## config.mk

```make
export PLATFORM = sky130hd
export DESIGN_NAME = bbd_window
export DESIGN_NICKNAME = d
export VERILOG_FILES = /design/src/sv/bbd_pkg.sv /design/src/sv/bbd_window.sv
export SDC_FILE = /design/constraint.sdc
export NUM_CORES = 1
export LEC_CHECK = 0
export ABC_AREA = 1
export ABC_CLOCK_PERIOD_IN_PS = 5240
export BUFFER_PORTS_ARGS = -buffer_cell sky130_fd_sc_hd__buf_2
export CORE_ASPECT_RATIO = 0.8
export CORE_UTILIZATION = 65
export CTS_BUF_LIST = sky130_fd_sc_hd__clkbuf_8
export CTS_CLUSTER_DIAMETER = 30
export CTS_CLUSTER_SIZE = 28
export DETAILED_ROUTE_END_ITERATION = 8
export GPL_TIMING_DRIVEN = 0
export PLACE_DENSITY = 0.88
export SLEW_MARGIN = 20
export SYNTH_ARGS = -nofsm -noshare
export SYNTH_HDL_FRONTEND = slang
export SYNTH_SLANG_ARGS = --single-unit
```

## constraint.sdc

```tcl
create_clock -name clk -period 5.24 [get_ports clk]
set_input_delay 0.262 -clock clk [delete_from_list [all_inputs] [get_ports clk]]
set_output_delay 0.262 -clock clk [all_outputs]
set_load 0.05 [all_outputs]
```

## src/sv/bbd_pkg.sv

```systemverilog
`timescale 1ns / 1ps
// ----------------------------------------------------------------------------
// bbd_pkg
// Shared types, constants and the pixel interpolation function of the
// GRBG bilinear demosaic.
// ----------------------------------------------------------------------------
package bbd_pkg;

  localparam int SAMPLE_BITS   = 8;
  localparam int SUM2_BITS     = SAMPLE_BITS + 1;
  localparam int SUM4_BITS     = SAMPLE_BITS + 2;
  localparam int DEF_MAX_WIDTH = 4096;
  localparam int WIDTH_BITS    = 13;
  localparam int ROW_BITS      = 16;
  localparam int CFG_DATA_BITS = 16;
  localparam int RESET_WIDTH   = 640;
  localparam logic [ROW_BITS-1:0] RESET_HEIGHT = 16'd480;
  localparam logic [ROW_BITS-1:0] MIN_HEIGHT   = 16'd2;

  // Result queue
  localparam int OUT_DEPTH = 4;
  localparam int OPTR_BITS = $clog2(OUT_DEPTH);
  localparam int OCNT_BITS = $clog2(OUT_DEPTH + 1);

  typedef logic [SAMPLE_BITS-1:0] sample_t;

  typedef enum logic [0:0] {
    REG_IMAGE_WIDTH  = 1'b0,
    REG_IMAGE_HEIGHT = 1'b1
  } reg_index_t;

  typedef enum logic [0:0] {
    CMD_SAMPLE = 1'b0,
    CMD_DRAIN  = 1'b1
  } command_t;

  // One line buffer entry: the two previous rows at one column.
  typedef struct packed {
    sample_t older;
    sample_t newer;
  } line_word_t;

  // One window column, top to bottom.
  typedef struct packed {
    sample_t top;
    sample_t mid;
    sample_t bot;
  } column_t;

  // Per-item control carried from accept into the memory read stage.
  typedef struct packed {
    logic    valid;
    logic    drain;
    logic    emit;        // at least one pixel
    logic    pair;        // end of row: second pixel for the last column
    logic    first_col;   // left neighbor is mirrored
    logic    top_mirror;  // top neighbor is mirrored (output row 0)
    logic    row_odd;     // parity of the output row
    logic    col_odd;     // parity of the first output column
    logic    last_col;
    sample_t sample;
  } step_t;

  typedef struct packed {
    sample_t red;
    sample_t green;
    sample_t blue;
    logic    end_of_line;
    logic    end_of_frame;
    logic    last_in_run;
  } pixel_t;

  function automatic column_t mirror_top(column_t x, logic mirror);
    column_t y;
    y = x;
    if (mirror) y.top = x.bot;
    return y;
  endfunction

  // Drain columns reuse the older row as the row below.
  function automatic column_t drain_column(line_word_t w);
    column_t y;
    y.top = w.older;
    y.mid = w.newer;
    y.bot = w.older;
    return y;
  endfunction

  function automatic pixel_t emit_pixel(column_t l, column_t c, column_t r,
                                        logic rodd, logic codd,
                                        logic eol, logic eof, logic last);
    logic [SUM4_BITS-1:0] cross_sum;
    logic [SUM4_BITS-1:0] diag;
    logic [SUM2_BITS-1:0] vert;
    logic [SUM2_BITS-1:0] horz;
    pixel_t p;
    cross_sum = SUM4_BITS'(c.top) + SUM4_BITS'(l.mid) + SUM4_BITS'(r.mid) +
                SUM4_BITS'(c.bot);
    diag  = SUM4_BITS'(l.top) + SUM4_BITS'(r.top) + SUM4_BITS'(l.bot) + SUM4_BITS'(r.bot);
    vert  = SUM2_BITS'(c.top) + SUM2_BITS'(c.bot);
    horz  = SUM2_BITS'(l.mid) + SUM2_BITS'(r.mid);
    if (rodd == codd) begin
      p.green = c.mid;
      if (!rodd) begin
        p.red  = horz[SUM2_BITS-1:1];
        p.blue = vert[SUM2_BITS-1:1];
      end else begin
        p.red  = vert[SUM2_BITS-1:1];
        p.blue = horz[SUM2_BITS-1:1];
      end
    end else if (!rodd) begin
      p.red   = c.mid;
      p.green = cross_sum[SUM4_BITS-1:2];
      p.blue  = diag[SUM4_BITS-1:2];
    end else begin
      p.blue  = c.mid;
      p.green = cross_sum[SUM4_BITS-1:2];
      p.red   = diag[SUM4_BITS-1:2];
    end
    p.end_of_line  = eol;
    p.end_of_frame = eof;
    p.last_in_run  = last;
    return p;
  endfunction

endpackage

```

## src/sv/bbd_window.sv

```systemverilog
`timescale 1ns / 1ps
// ----------------------------------------------------------------------------
// bbd_window
// Read stage: builds the 3x3 neighborhood from the window registers and the
// line buffer words, and interpolates up to two pixels per item.
// ----------------------------------------------------------------------------
module bbd_window import bbd_pkg::*; (
  input  logic       clk,
  input  step_t      s1,
  input  line_word_t rd_a,
  input  line_word_t rd_b,
  output pixel_t     pix0,
  output pixel_t     pix1,
  output logic [1:0] push_count
);

  // two previous window columns; the newest comes from memory + sample
  column_t win_l;
  column_t win_m;

  column_t col_new;
  column_t col_a;
  column_t col_b;
  column_t w0;
  column_t w1;
  column_t w2;
  column_t drain_left;
  pixel_t  pix_sample;
  pixel_t  pix_drain;

  always_comb begin
    col_new.top = rd_a.older;
    col_new.mid = rd_a.newer;
    col_new.bot = s1.sample;
    col_a = drain_column(rd_a);
    col_b = drain_column(rd_b);

    w0 = mirror_top(win_l, s1.top_mirror);
    w1 = mirror_top(win_m, s1.top_mirror);
    w2 = mirror_top(col_new, s1.top_mirror);

    drain_left = s1.first_col ? col_b : win_m;

    pix_sample = emit_pixel(s1.first_col ? w2 : w0, w1, w2, s1.row_odd, s1.col_odd,
                            1'b0, 1'b0, !s1.last_col);
    pix_drain  = emit_pixel(drain_left, col_a, col_b, s1.row_odd, s1.col_odd,
                            s1.last_col, s1.last_col, 1'b1);

    pix0 = s1.drain ? pix_drain : pix_sample;
    // last column of the row mirrors its left neighbor to the right
    pix1 = emit_pixel(w1, w2, w1, s1.row_odd, !s1.col_odd, 1'b1, 1'b0, 1'b1);

    if (!s1.valid || !s1.emit) push_count = 2'd0;
    else if (s1.pair)          push_count = 2'd2;
    else                       push_count = 2'd1;
  end

  always_ff @(posedge clk) begin
    if (s1.valid) begin
      win_l <= win_m;
      win_m <= s1.drain ? col_a : col_new;
    end
  end

endmodule

```

==> results.cfg <==
[outcome]
outcome = finished clean

[placed_design]
post_dp_cell_area_um2 = 8890
gp_congestion = 1.02
port_buffers = 98
hpwl_um = 25800

[clock_network]
htree_levels = 2
cts_resized = 0
cts.sinks = 48
root_buffer = clkbuf_8
clock_latency_ns = 0.33
clkTransAtPathRegs_ns = 0.12
post_cts_buffers = 0
postCtsHoldBufs = 0
cts_tree = yes
ctsLongestPathBuffers = 2
numCtsBuffers = 5

[grt]
grt_usage_pct = 50.7
antenna_found_initial = 1
grt_pass1_wl_um = 47900
grt_pass1_vias = 8725
grt_max_degree = 50
overflow = 0

[synth]
synth.distinct_cells = 46
synth_top_area_share_pct = 17.6
yosys_most_used_dff = edfxtp_1
synth_area_um2 = 8180
yosysTopAreaCell = edfxtp_1
yosys_warnings = 0
synth_seq_area_share_pct = 17.6
syn_avg_cell_area_um2 = 6.83
synth_cells = 1197
ys_ff_latch = 48
async_flop_share_pct = 0
synth_edf_count = 48
netlist_top_cells_area = edfxtp_1 18%, nand2_1 16%, fa_1 15%

[sta]
fmax_mhz = 208
grt_setup_unrepaired = no
hold_ws_ns = 0.188
final_hold_viol_count = 0
finalSetupViolCount = 0
fin_worst_skew_ns = 0.0139
finalCritPeriodShare_pct = 91.9
finalSetupTns_ns = 0
maxSlewHeadroom_pct = 44.7
final_max_slew_viol_count = 0
tightest_slew_ns = 0.820
min_period_ns = 4.82

[die]
start_util_pct = 67.0
chipWidth_um = 127
ios = 106
fp.coreArea_um2 = 12200
rows = 36
die_area_um2 = 13000
die_h_um = 102

[drt]
drt_iter0_markers = 1144
viasPerCell = 6.34
drt_wl_total_um = 32400
postRouteAntennaNets = 0
num_vias = 9357
first_pass_iters = 8
drcViolationCount = 0
wl_per_cell_um = 21.9

[pwr]
clkPwrFrac_pct = 10.5
seqPwrFrac_pct = 16.6
powerDensity_nw_per_um2 = 331
power.leakage_uw = 0.00461
switching_share_pct = 57.3
p_comb_share_pct = 72.8
vdd_drop_max_uv = 216
p_switching_uw = 1710
p_int_uw = 1270

[critical_path]
reg2regPathDepth = 0
cp-start-kind = input port
cp.required_ns = 4.98
cp_slowest_cell = fa_1
cp_cell_sequence = buf_6 > inv_2 > clkbuf_1 > nand2_1 > o21ai_0 > fa_1 > fa_1 > inv_1 > nor2_1 > nand3_1 > fa_1 > nand3b_1 > nand2_1 > nand2_1 > a21oi_1 > nor2_1 > nand2_1 > nand3_1 > nand2_1 > nand2_1 > nand2_1 > nand2_1 > nand2_1 > buf_2
worstSetupPathType = in2out
regToRegSetupSlack_ns = 4.29
crit_path_max_fanout = 10
cpMostUsedCell = nand2_1
cp_data_arrival_time_ns = 4.55
endpoint_kind = output pin
cpPeakStageDelay_ns = 0.55

[final_layout]
design_area_um2 = 9000
drive_above_1_share_pct = 11.6
final_common_cell = nand2_1
layout.cells.most_common_list = 359 x nand2_1, 160 x inv_1, 113 x buf_2
layout.nets = 1477
syn_to_final_growth_pct = 10.1

[min_path]
holdPathStages = 1
hp-class = in2reg

[job]
cap_violations = 0
synthesized netlist by cell type, drive strengths merged, types with 2 or more instances:
cell type,instances
edfxtp,48
nand3,60
o311ai,2
a32oi,2
or2,5
a21o,4
o21bai,4
inv,165
nand2,362
o22ai,6
o221ai,4
nand3b,11
a21oi,79
nand4,9
nor3b,2
a22oi,6
o21ai,130
fa,60
a21boi,3
o211ai,11
xor2,13
conb,2
xnor2,13
nor3,9
a211oi,3
a31oi,6
clkbuf,27
nor2,58
buf,25
ha,64
through the flow:
step / setup WS (ns) / util (%) / std cells / total power (µW)
final: 0.425 / 73.8 / 1476 / 2980
after global routing: 0.197 / 73.7 / 1475 / 3170
after CTS: 0.573 / 73.7 / 1475 / 2890
after detailed placement: 0.597 / 72.8 / 1467 / 2580
after global placement: 0.656 / 72.8 / 1467 / 2540
after floorplan: 0.974 / - / 1198 / 2020
cell type report:
type                            count  area, µm²
Antenna cell                        1       2.50
Buffer                             52        249
Clock buffer                        5       68.8
Clock inverter                      3       46.3
Fill cell                         995       3200
Inverter                          165        622
Multi-Input combinational cell    933       5870
Sequential cell                    48       1440
Tap cell                          171        214
Timing Repair Buffer               98        493
state kept, by name, summed over array words and instances (netlist names):
register	flops
w0	16
w1	16
win_m	8
win_l	8
routing by layer:
layer,track usage [%],wire [µm],vias up,part of all wire [%]
met3,18.0,5130,197,16
li1,-,-,4151,-
met4,32.7,2260,0,7.0
met2,75.8,13200,801,41
met5,0,0,-,0
met1,62.7,11800,4208,36
power by group through the flow:
stage	combinational (µW)	sequential [µW]	clock, µW
6_report	2170	496	314
5_1_grt	2360	495	319
4_1_cts	2100	491	304
3_5_place_dp	2080	499	0
3_3_place_gp	2040	498	0
2_1_floorplan	1530	482	0
cells by family (layout without fill, tap and decap cells):
logic type,Yosys count,in the layout,share of synthesized area [%]
AND/OR/NAND/NOR,518,518,26.4
AO/OA/AOI/OAI,262,262,17.9
XOR/XNOR,26,26,2.79
flip-flops,48,48,17.6
other,2,4,0.0918
adder cells (fa/ha/maj),124,124,24.5
buffers and inverters,217,323,10.7
final timing paths:
kind / start / end
max: s1[12] / pix0[24]
min: rd_a[13] / win_m[21]
max reg2reg: w1[12] / w0[12]
min reg2reg: win_m[17] / win_l[17]
critical path: cells and delay by family:
kind / cells / cell delay [ns]
fa+ha+maj: 3 / 1.47
simple gates: 14 / 1.38
buf+inv: 5 / 1.10
compound gates: 2 / 0.33
No activity file was read; power rests on OpenSTA's default activity.
