[config.mk]
export PLATFORM = sky130hd
export DESIGN_NAME = bbd_out_fifo
export DESIGN_NICKNAME = d
export VERILOG_FILES = /design/src/sv/bbd_pkg.sv /design/src/sv/bbd_out_fifo.sv
export SDC_FILE = /design/constraint.sdc
export NUM_CORES = 1
export LEC_CHECK = 0
export BUFFER_PORTS_ARGS = -buffer_cell sky130_fd_sc_hd__buf_4
export CAP_MARGIN = 30
export CORE_MARGIN = 3
export CORE_UTILIZATION = 60
export DETAILED_ROUTE_END_ITERATION = 6
export GPL_ROUTABILITY_DRIVEN = 0
export GPL_TIMING_DRIVEN = 0
export PLACE_DENSITY = 0.95
export SYNTH_ARGS = -nofsm -noshare
export SYNTH_HDL_FRONTEND = slang
export SYNTH_SLANG_ARGS = --single-unit
[constraint.sdc]
create_clock -name clk -period 9.6 [get_ports clk]
set_input_delay 0.96 -clock clk [delete_from_list [all_inputs] [get_ports clk]]
set_output_delay 0.96 -clock clk [all_outputs]
set_load 0.01 [all_outputs]
[src/sv/bbd_pkg.sv]
`timescale 1ns / 1ps
// ----------------------------------------------------------------------------
// bbd_pkg
// Shared types, constants and the pixel interpolation function of the
// GRBG bilinear demosaic.
// ----------------------------------------------------------------------------
package bbd_pkg;

  localparam int SAMPLE_BITS   = 8;
  localparam int SUM2_BITS     = SAMPLE_BITS + 1;
  localparam int SUM4_BITS     = SAMPLE_BITS + 2;
  localparam int DEF_MAX_WIDTH = 4096;
  localparam int WIDTH_BITS    = 13;
  localparam int ROW_BITS      = 16;
  localparam int CFG_DATA_BITS = 16;
  localparam int RESET_WIDTH   = 640;
  localparam logic [ROW_BITS-1:0] RESET_HEIGHT = 16'd480;
  localparam logic [ROW_BITS-1:0] MIN_HEIGHT   = 16'd2;

  // Result queue
  localparam int OUT_DEPTH = 4;
  localparam int OPTR_BITS = $clog2(OUT_DEPTH);
  localparam int OCNT_BITS = $clog2(OUT_DEPTH + 1);

  typedef logic [SAMPLE_BITS-1:0] sample_t;

  typedef enum logic [0:0] {
    REG_IMAGE_WIDTH  = 1'b0,
    REG_IMAGE_HEIGHT = 1'b1
  } reg_index_t;

  typedef enum logic [0:0] {
    CMD_SAMPLE = 1'b0,
    CMD_DRAIN  = 1'b1
  } command_t;

  // One line buffer entry: the two previous rows at one column.
  typedef struct packed {
    sample_t older;
    sample_t newer;
  } line_word_t;

  // One window column, top to bottom.
  typedef struct packed {
    sample_t top;
    sample_t mid;
    sample_t bot;
  } column_t;

  // Per-item control carried from accept into the memory read stage.
  typedef struct packed {
    logic    valid;
    logic    drain;
    logic    emit;        // at least one pixel
    logic    pair;        // end of row: second pixel for the last column
    logic    first_col;   // left neighbor is mirrored
    logic    top_mirror;  // top neighbor is mirrored (output row 0)
    logic    row_odd;     // parity of the output row
    logic    col_odd;     // parity of the first output column
    logic    last_col;
    sample_t sample;
  } step_t;

  typedef struct packed {
    sample_t red;
    sample_t green;
    sample_t blue;
    logic    end_of_line;
    logic    end_of_frame;
    logic    last_in_run;
  } pixel_t;

  function automatic column_t mirror_top(column_t x, logic mirror);
    column_t y;
    y = x;
    if (mirror) y.top = x.bot;
    return y;
  endfunction

  // Drain columns reuse the older row as the row below.
  function automatic column_t drain_column(line_word_t w);
    column_t y;
    y.top = w.older;
    y.mid = w.newer;
    y.bot = w.older;
    return y;
  endfunction

  function automatic pixel_t emit_pixel(column_t l, column_t c, column_t r,
                                        logic rodd, logic codd,
                                        logic eol, logic eof, logic last);
    logic [SUM4_BITS-1:0] cross_sum;
    logic [SUM4_BITS-1:0] diag;
    logic [SUM2_BITS-1:0] vert;
    logic [SUM2_BITS-1:0] horz;
    pixel_t p;
    cross_sum = SUM4_BITS'(c.top) + SUM4_BITS'(l.mid) + SUM4_BITS'(r.mid) +
                SUM4_BITS'(c.bot);
    diag  = SUM4_BITS'(l.top) + SUM4_BITS'(r.top) + SUM4_BITS'(l.bot) + SUM4_BITS'(r.bot);
    vert  = SUM2_BITS'(c.top) + SUM2_BITS'(c.bot);
    horz  = SUM2_BITS'(l.mid) + SUM2_BITS'(r.mid);
    if (rodd == codd) begin
      p.green = c.mid;
      if (!rodd) begin
        p.red  = horz[SUM2_BITS-1:1];
        p.blue = vert[SUM2_BITS-1:1];
      end else begin
        p.red  = vert[SUM2_BITS-1:1];
        p.blue = horz[SUM2_BITS-1:1];
      end
    end else if (!rodd) begin
      p.red   = c.mid;
      p.green = cross_sum[SUM4_BITS-1:2];
      p.blue  = diag[SUM4_BITS-1:2];
    end else begin
      p.blue  = c.mid;
      p.green = cross_sum[SUM4_BITS-1:2];
      p.red   = diag[SUM4_BITS-1:2];
    end
    p.end_of_line  = eol;
    p.end_of_frame = eof;
    p.last_in_run  = last;
    return p;
  endfunction

endpackage

[src/sv/bbd_out_fifo.sv]
`timescale 1ns / 1ps
// ----------------------------------------------------------------------------
// bbd_out_fifo
// Small result queue: up to two pushes and one pop per cycle.
// ----------------------------------------------------------------------------
module bbd_out_fifo import bbd_pkg::*; (
  input  logic                 clk,
  input  logic                 rst,
  input  logic [1:0]           push_count,
  input  pixel_t               push0,
  input  pixel_t               push1,
  input  logic                 stall,
  output logic                 valid,
  output pixel_t               head,
  output logic [OCNT_BITS-1:0] count
);

  pixel_t               entries [OUT_DEPTH];
  logic [OPTR_BITS-1:0] wr_ptr;
  logic [OPTR_BITS-1:0] rd_ptr;
  logic                 pop;

  assign valid = count != '0;
  assign head  = entries[rd_ptr];
  assign pop   = valid && !stall;

  always_ff @(posedge clk) begin
    if (rst) begin
      wr_ptr <= '0;
      rd_ptr <= '0;
      count  <= '0;
    end else begin
      wr_ptr <= wr_ptr + OPTR_BITS'(push_count);
      rd_ptr <= rd_ptr + OPTR_BITS'(pop);
      count  <= count + OCNT_BITS'(push_count) - OCNT_BITS'(pop);
    end
  end

  always_ff @(posedge clk) begin
    if (push_count != 2'd0) entries[wr_ptr] <= push0;
    if (push_count == 2'd2) entries[wr_ptr + OPTR_BITS'(1)] <= push1;
  end

endmodule

==> impl_metrics.py <==
metrics = {
    "status": {
        "status": "complete, no violations",
    },
    "place": {
        "placed_cells": 526,
        "hpwl_mm": 8.03,
        "port_buffers": 89,
    },
    "logic_synthesis": {
        "synth_edf_count": 108,
        "synth_top_area_cell": "edfxtp_1",
        "yosys-top-cells-area": "edfxtp_1 (57%), mux2_2 (17%), mux4_2 (11%), mux2_4 (5.3%), dfxtp_1 (2.5%)",
        "yosys_warnings": 0,
        "synth_cell_types": 31,
        "syn_avg_cell_area_sq_um": 18.4,
        "synth_top_area_share_pct": 56.9,
        "synth_nets": 372,
        "synth-async-reset-ratio_pct": 0,
        "synth_ff_type": "edfxtp_1",
        "netlist_area_sq_um": 5700,
        "synth_seq_cells": 115,
        "yosysSeqAreaShare_pct": 59.4,
        "synth_commonest_cells": "edfxtp_1 (108), mux2_2 (88), mux4_2 (27)",
        "synth_most_common_cell": "edfxtp_1",
        "syn_inst": 309,
    },
    "route": {
        "viasPerCell": 6.07,
        "drt_pre_antenna_iters": 5,
        "drt-initial-drc-count": 258,
        "finalWirelength_mm": 13.5,
        "wl_per_cell_microns": 24.1,
        "ant_nets": 0,
        "vias": 3387,
        "post-route-drc-count": 0,
    },
    "die": {
        "io_pins": 90,
        "initial_utilization_pct": 63.5,
        "num_rows": 34,
        "die_y_microns": 103,
        "die_w_microns": 103,
        "die-area_sq_um": 10700,
        "coreArea_sq_um": 8980,
    },
    "sta": {
        "worst_pin_slew_ps": 1000,
        "drv_slew": 0,
        "hold_violations": 0,
        "fin_crit_sh_pct": 34.4,
        "finalSetupViolCount": 0,
        "period_minus_slack_ps": 3300,
        "fmax_mhz": 303,
        "hold_ws_ps": 527,
        "rsz0062_at_grt": "false",
        "finalSetupTns_ps": 0,
        "relSlewSlack_pct": 33.2,
        "fin_worst_skew_ps": 5.71,
    },
    "layout": {
        "nFillCells": 432,
        "area_growth_pct": 27.8,
        "n_antenna_cell": 0,
        "layoutNonFillerInstCount": 558,
        "multiInputGateArea_sq_um": 2200,
        "drive_gt1_share_pct": 65.0,
        "register_area_sq_um": 3380,
        "fin_nets": 482,
    },
    "pwr": {
        "power-per-cell-area_nw_per_um2": 238,
        "switching_share_pct": 24.4,
        "p_clk_share_pct": 41.9,
        "power.leakage_nw": 2.69,
        "irDropWorstVdd_mv": 0.142,
        "pwr-share-seq_pct": 36.5,
        "power_switching_mw": 0.423,
        "p_comb_share_pct": 21.6,
        "p_int_mw": 1.31,
    },
    "setup_path": {
        "critPathBufInv": 3,
        "reg2reg_slack_ps": 7280,
        "cp.arrival_ps": 2340,
        "ff2ff_path_depth": 8,
        "cp.required_ps": 8640,
        "critPathTopFamily": "buffers and inverters",
        "worst-setup-path-type": "reg2out",
        "path_cells": "buf_2 > buf_1 > mux4_2 > buf_4",
        "crit_end": "head[7]",
        "r2r-end": "count[2]$_SDFF_PP0_",
        "cp-end-kind": "output pin",
        "r2r_start": "count[2]$_SDFF_PP0_",
        "cp.depth": 4,
        "start_kind": "register",
        "path_max_fanout": 10,
        "slowest_stage": "buf_1",
        "crit_start": "rd_ptr[1]$_SDFF_PP0_",
        "max_stage_delay_ps": 570,
    },
    "flow_run": {
        "cap_violations": 0,
    },
    "clock_network": {
        "clock_latency_ps": 520,
        "cts_sinks": 115,
        "post-cts-setup-buffers": 0,
        "root_buffer": "clkbuf_8",
        "clkTransAtPathRegs_ps": 60,
        "cts_tree": "built",
        "post_cts_resize_count": 0,
        "cts_made_buffers": 17,
        "clockBufferDepth": 2,
        "h-tree-depth": 4,
        "ctsHoldBuffers": 0,
    },
    "global_route": {
        "grt_max_degree": 28,
        "grt.overflow.total": 0,
        "grt_pass1_wl_mm": 20.1,
        "antenna_found_initial": 0,
        "grt_usage_pct": 26.6,
        "grt_pass1_vias": 3614,
    },
    "min_path": {
        "hold_class": "reg2reg",
    },
}
power groups by stage:
stage	clock [mW]	sequential [mW]	combinational [mW]
floorplan	0	0.638	0.213
global placement	0	0.640	0.346
detailed placement	0	0.640	0.369
CTS	0.726	0.632	0.377
global route	0.753	0.636	0.400
finish	0.725	0.632	0.375
through the flow:
| step | setup slack, ps | instance area (sq um) | power (mW) | utilization [%] |
|---|---|---|---|---|
| floorplan | 6080 | 5700 | 0.851 | - |
| global placement | 4430 | 6530 | 0.985 | 72.7 |
| detailed placement | 6560 | 6610 | 1.01 | 73.6 |
| CTS | 6300 | 7290 | 1.74 | 81.2 |
| global route | 6210 | 7290 | 1.79 | 81.2 |
| finish | 6300 | 7290 | 1.73 | 81.2 |
layout make-up:
class | count | share of cell area [%]
buffer | 18 | 1.75
clock inverter | 15 | 3.59
sequential | 115 | 46.4
timing repair buffer | 91 | 9.93
inverter | 4 | 0.206
clock buffer | 17 | 5.68
multi-input combinational | 172 | 30.2
tap | 126 | 2.16
worst min-delay path: cells and delay by family, from the launching register on:
kind,cells,cell delay (ps)
AND/OR/NAND/NOR,2,150
flip-flops,1,330
cell families (layout without fill, tap and decap cells):
group | after synthesis | in the layout | synth area share [%]
compound gates | 7 | 7 | 0.702
xor+xnor | 3 | 3 | 0.461
fa+ha+maj | 4 | 4 | 1.01
buf+inv | 22 | 145 | 2.50
flops | 115 | 115 | 59.4
mux | 135 | 135 | 33.3
simple gates | 23 | 23 | 2.66
cells in the final DEF (no fill, tap or decap), types with 2 or more instances in the layout:
cell type	Yosys	routed
nor3_1	2	2
o21ai_0	2	2
mux4_2	27	27
bufinv_16	0	7
xor2_1	2	2
clkinv_2	0	3
clkbuf_16	0	16
or3_1	3	3
clkinv_4	0	2
nand2_1	2	2
buf_6	4	4
nor2b_1	4	3
mux2_4	20	20
dfxtp_1	7	7
mux2_2	88	88
a21oi_1	3	3
buf_16	0	2
buf_1	2	2
nor2_1	5	4
ha_1	3	3
clkinvlp_4	0	2
inv_1	3	3
buf_4	6	95
buf_2	6	6
edfxtp_1	108	108
worst min path at each step:
stage	from	endpoint	slack [ps]	depth (start not counted)
4_1_cts	count[2]$_SDFF_PP0_	count[2]$_SDFF_PP0_	530	2
3_5_place_dp	count[2]$_SDFF_PP0_	count[2]$_SDFF_PP0_	520	2
5_1_grt	count[2]$_SDFF_PP0_	count[2]$_SDFF_PP0_	560	2
3_3_place_gp	rd_ptr[1]$_SDFF_PP0_	rd_ptr[1]$_SDFF_PP0_	500	2
2_1_floorplan	rd_ptr[1]$_SDFF_PP0_	rd_ptr[1]$_SDFF_PP0_	480	2
6_report	count[2]$_SDFF_PP0_	count[2]$_SDFF_PP0_	530	2
sequential cells by signal (all words and copies together), names as in the netlist:
name	cells
entries	108
count	3
rd_ptr	2
wr_ptr	2
routing by layer:
layer	vias up	wire length (microns)	part of all wire [%]	global-route usage [%]
met5	-	0	0	0
met4	0	251	1.9	12.1
met1	1701	4920	37	32.4
met2	182	7170	53	43.7
met3	28	1110	8.3	8.05
li1	1476	-	-	-
(Power assumes the default switching activity.)
